[src/design/rea_pkg.sv]
// ----------------------------------------------------------------------------
// rea_pkg
// Shared types and constants for the reprojection error accumulator.
// ----------------------------------------------------------------------------
package rea_pkg;

    localparam int FRAC_BITS_DEF  = 16;
    localparam int COUNT_BITS_DEF = 16;
    localparam int CAM_REGS       = 6;
    localparam int QUOT_BITS      = 33;
    localparam int NUM_BITS       = 64;

    localparam logic [1:0] STATUS_OK    = 2'd0;
    localparam logic [1:0] STATUS_EMPTY = 2'd1;
    localparam logic [1:0] STATUS_DEGEN = 2'd2;

    typedef enum logic [3:0] {
        ST_IDLE,
        ST_MUL,
        ST_ACC,
        ST_CHECK,
        ST_DIV_START,
        ST_DIV_WAIT,
        ST_SQ_MUL,
        ST_SQ_ADD,
        ST_UPDATE,
        ST_FINISH,
        ST_MEAN_START,
        ST_MEAN_WAIT,
        ST_OUTPUT
    } state_t;

    typedef struct packed {
        logic done;
        logic sat;
    } div_rsp_t;

endpackage

[src/design/rea_divider.sv]
// ----------------------------------------------------------------------------
// rea_divider
// Restoring divider, one quotient bit per cycle, with overflow detection.
// ----------------------------------------------------------------------------
module rea_divider #(
    parameter int DW = 80
) (
    input  logic                           clk,
    input  logic                           rst_n,
    input  logic                           start,
    input  logic [DW-1:0]                  dividend,
    input  logic [rea_pkg::NUM_BITS-1:0]   divisor,
    output rea_pkg::div_rsp_t              rsp,
    output logic [rea_pkg::QUOT_BITS-1:0]  quotient
);
    import rea_pkg::*;

    localparam int CW = $clog2(QUOT_BITS);

    logic                 busy_reg, busy_next;
    logic [CW-1:0]        cnt_reg, cnt_next;
    logic [NUM_BITS-1:0]  rem_reg, rem_next;
    logic [NUM_BITS-1:0]  den_reg, den_next;
    logic [QUOT_BITS-1:0] work_reg, work_next;
    logic [QUOT_BITS-1:0] q_reg, q_next;
    logic                 done_reg, done_next;
    logic                 sat_reg, sat_next;
    logic [DW-1:0]        hi;
    logic [NUM_BITS:0]    trial;
    logic [NUM_BITS:0]    diff;
    logic                 ge;

    always_comb
    begin
        hi        = dividend >> QUOT_BITS;
        trial     = {rem_reg, work_reg[QUOT_BITS-1]};
        diff      = trial - {1'b0, den_reg};
        ge        = (trial >= {1'b0, den_reg});
        busy_next = busy_reg;
        cnt_next  = cnt_reg;
        rem_next  = rem_reg;
        den_next  = den_reg;
        work_next = work_reg;
        q_next    = q_reg;
        done_next = 1'b0;
        sat_next  = sat_reg;
        if (start)
        begin
            den_next  = divisor;
            work_next = dividend[QUOT_BITS-1:0];
            rem_next  = hi[NUM_BITS-1:0];
            cnt_next  = '0;
            q_next    = '0;
            if (hi >= DW'(divisor))
            begin
                sat_next  = 1'b1;
                done_next = 1'b1;
                busy_next = 1'b0;
            end
            else
            begin
                sat_next  = 1'b0;
                busy_next = 1'b1;
            end
        end
        else if (busy_reg)
        begin
            rem_next  = ge ? diff[NUM_BITS-1:0] : trial[NUM_BITS-1:0];
            q_next    = {q_reg[QUOT_BITS-2:0], ge};
            work_next = {work_reg[QUOT_BITS-2:0], 1'b0};
            cnt_next  = cnt_reg + 1'b1;
            if (cnt_reg == CW'(QUOT_BITS - 1))
            begin
                busy_next = 1'b0;
                done_next = 1'b1;
            end
        end
    end

    always_ff @(posedge clk or negedge rst_n)
    begin
        if (!rst_n)
        begin
            busy_reg <= 1'b0;
            done_reg <= 1'b0;
            cnt_reg  <= '0;
            sat_reg  <= 1'b0;
        end
        else
        begin
            busy_reg <= busy_next;
            done_reg <= done_next;
            cnt_reg  <= cnt_next;
            sat_reg  <= sat_next;
        end
    end

    always_ff @(posedge clk)
    begin
        rem_reg  <= rem_next;
        den_reg  <= den_next;
        work_reg <= work_next;
        q_reg    <= q_next;
    end

    assign rsp.done = done_reg;
    assign rsp.sat  = sat_reg;
    assign quotient = q_reg;

endmodule

[config.mk]
export PLATFORM = sky130hd
export DESIGN_NAME = rea_divider
export DESIGN_NICKNAME = d
export VERILOG_FILES = /design/src/design/rea_pkg.sv /design/src/design/rea_divider.sv
export SDC_FILE = /design/constraint.sdc
export NUM_CORES = 1
export LEC_CHECK = 0
export ABC_AREA = 1
export ABC_CLOCK_PERIOD_IN_PS = 4450
export BUFFER_PORTS_ARGS = -buffer_cell sky130_fd_sc_hd__buf_2
export CAP_MARGIN = 20
export CORE_MARGIN = 4
export CORE_UTILIZATION = 50
export CTS_CLUSTER_SIZE = 10
export DETAILED_ROUTE_END_ITERATION = 10
export GPL_TIMING_DRIVEN = 1
export PLACE_DENSITY = 0.66
export SKIP_LAST_GASP = 1
export SYNTH_ARGS = -nofsm -noshare
export SYNTH_HDL_FRONTEND = slang
export SYNTH_SLANG_ARGS = --single-unit
[constraint.sdc]
create_clock -name clk -period 4.45 [get_ports clk]
set_input_delay 0.89 -clock clk [delete_from_list [all_inputs] [get_ports clk]]
set_output_delay 0.89 -clock clk [all_outputs]
set_load 0.01 [all_outputs]
==> flow_metrics.py <==
metrics = {
    "global_route": {
        "grt_usage_pct": 26.9,
        "grt_overflow_total": 0,
        "grt_max_degree": 77,
        "use_met1_pct": 37.3,
        "use_met3_pct": 5.20,
        "grt_pass1_wl_um": 73000,
        "grt_busiest_layer": "met2",
        "antenna_found_initial": 0,
        "grtUsageMet2_pct": 43.5,
        "grt_pass1_vias": 14100,
    },
    "pwr": {
        "p_sw_w": 0.00437,
        "p_int_w": 0.00529,
        "p_seq_share_pct": 27.1,
        "cellPowerDensity_nw_per_um2": 547,
        "finalPower_w": 0.00966,
        "comb_power_share_pct": 53.2,
        "p_leak_nw": 9.76,
        "swShare_pct": 45.2,
        "ir_drop_uv": 456,
        "clkPwrFrac_pct": 19.8,
    },
    "route": {
        "routed_wl_um": 46700,
        "drc": 0,
        "viasPerCell": 5.05,
        "drt_pass1_iterations": 6,
        "num_vias": 14700,
        "drtAntennaViolNets": 0,
        "drt_iter0_drc": 888,
        "wl_per_cell_um": 16.0,
    },
    "synthesis": {
        "ys_seq_elements": 203,
        "synthesis.area_um2": 15700,
        "ys_warn_count": 0,
        "yosysTopAreaCellShare_pct": 27.6,
        "yosysSeqAreaShare_pct": 35.4,
        "async_reset_ff_share_pct": 4.43,
        "avgSynthCellArea_um2": 6.72,
        "ys_types": 40,
        "syn_nets": 2597,
        "synth_cells": 2336,
        "synth-edff-count": 144,
        "synth_top_flop_cell": "edfxtp_1",
        "yosysTopAreaCell": "edfxtp_1",
        "ys_top_cells_by_area": "edfxtp_1 28%, nand2_1 21%, inv_1 12%",
    },
    "critical_path": {
        "crit_top_cell": "nand2_1",
        "worstReg2RegEnd": "rem_reg[2]",
        "worst-path-buf-inv": 3,
        "reg2reg_depth": 15,
        "critical_path.max_stage_delay_ns": 0.48,
        "worstPathArrival_ns": 3.34,
        "cp-end-kind": "flop",
        "rrSetupSlack_ns": 1.40,
        "cp_slowest_cell": "edfxtp_1",
        "worstPathRequired_ns": 4.74,
        "path_max_fanout": 35,
        "cp_top_family": "simple AND/OR/NAND/NOR gates",
        "crit_type": "reg2reg",
        "crit_chain": "ha_1 -> nand2_1 -> nor2_1 -> nand2_1 -> inv_1 -> nand2_1 -> nand2_1 -> inv_2 -> nand2_2 -> nand2_4 -> nand2_4 -> buf_12 -> o21ai_0 -> nand3_1 -> nand2_1",
        "r2r-start": "rem_reg[31]",
        "start_kind": "flop",
    },
    "sta": {
        "tightest_slew_ns": 0.914,
        "setup_viol": 0,
        "drv_slew": 0,
        "max_freq_mhz": 328,
        "final.setup.worst_slack_ns": 1.40,
        "hold_ws_ns": 0.202,
        "fin_crit_sh_pct": 68.5,
        "rsz0062_at_grt": "false",
        "fin_setup_tns_ns": 0,
        "fin_crit_ns": 3.05,
        "relSlewSlack_pct": 39.0,
        "skew_ns": 0.0308,
        "finalHoldViolCount": 0,
    },
    "layout": {
        "final_net_count": 2766,
        "final_common_cell": "nand2_1",
        "drive_gt1_share_pct": 10.4,
        "antenna_cells": 0,
        "nFillCells": 3107,
        "final_cell_mix": "897 x nand2_1, 482 x inv_1, 180 x buf_2",
        "area_growth_syn_to_layout_pct": 12.6,
    },
    "floorplanning": {
        "start_util_pct": 51.0,
        "core_area_um2": 30700,
        "die_h_um": 185,
        "ios": 182,
        "num_rows": 64,
        "die_w_um": 185,
        "die-area_um2": 34300,
    },
    "placed_design": {
        "dp_slack_ns": 1.46,
        "io_buffers": 181,
        "hpwl_um": 38000,
        "place.gp.congestion": 1.02,
    },
    "clock_tree": {
        "clk_transition_reported_paths_ns": 0.06,
        "cts_hold_buf": 0,
        "cts_sinks": 203,
        "cts_max_level": 1,
        "cts-resized-gates": 0,
        "cts_tree": "built",
        "cts_root_buffer": "clkbuf_16",
        "cts_buffers": 25,
        "cts_setup_buffers": 0,
        "clk_latency_ns": 0.56,
        "clockBufferDepth": 3,
    },
    "min_path": {
        "min_path_type": "in2async",
    },
    "job": {
        "cap_violations": 0,
    },
    "status": {
        "status": "completed",
    },
}
-- layer usage --
metal	part of all wire, %	routed length [um]
met3	6.7	3110
met5	0	0
met2	43	20300
met1	47	22000
met4	2.9	1340
-- Yosys cell counts (3+ instances only) --
cell      count
nor3_1       12
inv_1       482
buf_4         3
dfxtp_1      50
nand2_1     897
edfxtp_1    144
xnor2_1      29
o21bai_1      9
and2_1        4
nand2_2      11
nor2_2       13
nand3_1     126
clkbuf_1     26
nor2_1      129
nand3b_1     63
inv_2         8
a21o_1        3
ha_1        113
dfrtp_1       9
buf_6        10
o22ai_1      31
o21ai_0      32
buf_1         4
nand4_1      24
nor4_1        4
buf_2         5
a21oi_1      76
-- per-stage QoR --
step | utilization [%] | area, um^2 | std cells
after floorplan | - | 15700 | 2336
after global placement | 55.0 | 16900 | 2874
after detailed placement | 55.0 | 16900 | 2874
after CTS | 57.5 | 17700 | 2919
after global routing | 57.5 | 17700 | 2919
final | 57.5 | 17700 | 2919
-- power by group through the flow --
| stage | logic, W | clock network, W | registers (W) |
|---|---|---|---|
| final | 0.00514 | 0.00191 | 0.00261 |
| after global routing | 0.00579 | 0.00203 | 0.00265 |
| after CTS | 0.00512 | 0.00196 | 0.00261 |
| after detailed placement | 0.00509 | 0 | 0.00264 |
| after global placement | 0.00502 | 0 | 0.00263 |
| after floorplan | 0.00380 | 0 | 0.00260 |
-- layout make-up --
| type | instances | area, um^2 | area share [%] |
|---|---|---|---|
| clock buffer | 42 | 699 | 3.96 |
| clock inverter | 3 | 58.8 | 0.333 |
| inverter | 491 | 1850 | 10.4 |
| multi-input combinational | 1593 | 8010 | 45.3 |
| sequential | 203 | 5550 | 31.4 |
| tap | 396 | 495 | 2.80 |
| timing repair buffer | 191 | 1010 | 5.71 |
-- cells by family (layout without fill, tap and decap cells) --
family | after synthesis | after routing | synth area share [%]
fa+ha+maj | 114 | 114 | 9.14
compound gates | 156 | 156 | 5.46
xor+xnor | 30 | 30 | 1.67
simple gates | 1293 | 1293 | 34.8
buf+inv | 540 | 727 | 13.6
flops | 203 | 203 | 35.4
-- worst max-delay path by stage --
| stage | endpoint | cells past startpoint | from | slack, ns |
|---|---|---|---|---|
| finish | rem_reg[2] | 15 | rem_reg[31] | 1.40 |
| CTS | rem_reg[2] | 15 | rem_reg[31] | 1.39 |
| detailed placement | rem_reg[2] | 15 | rem_reg[31] | 1.46 |
| global route | rem_reg[2] | 15 | rem_reg[31] | 1.10 |
| global placement | rem_reg[2] | 15 | rem_reg[31] | 1.42 |
| floorplan | rem_reg[0] | 3 | start | 0.47 |
(Power assumes the default switching activity.)
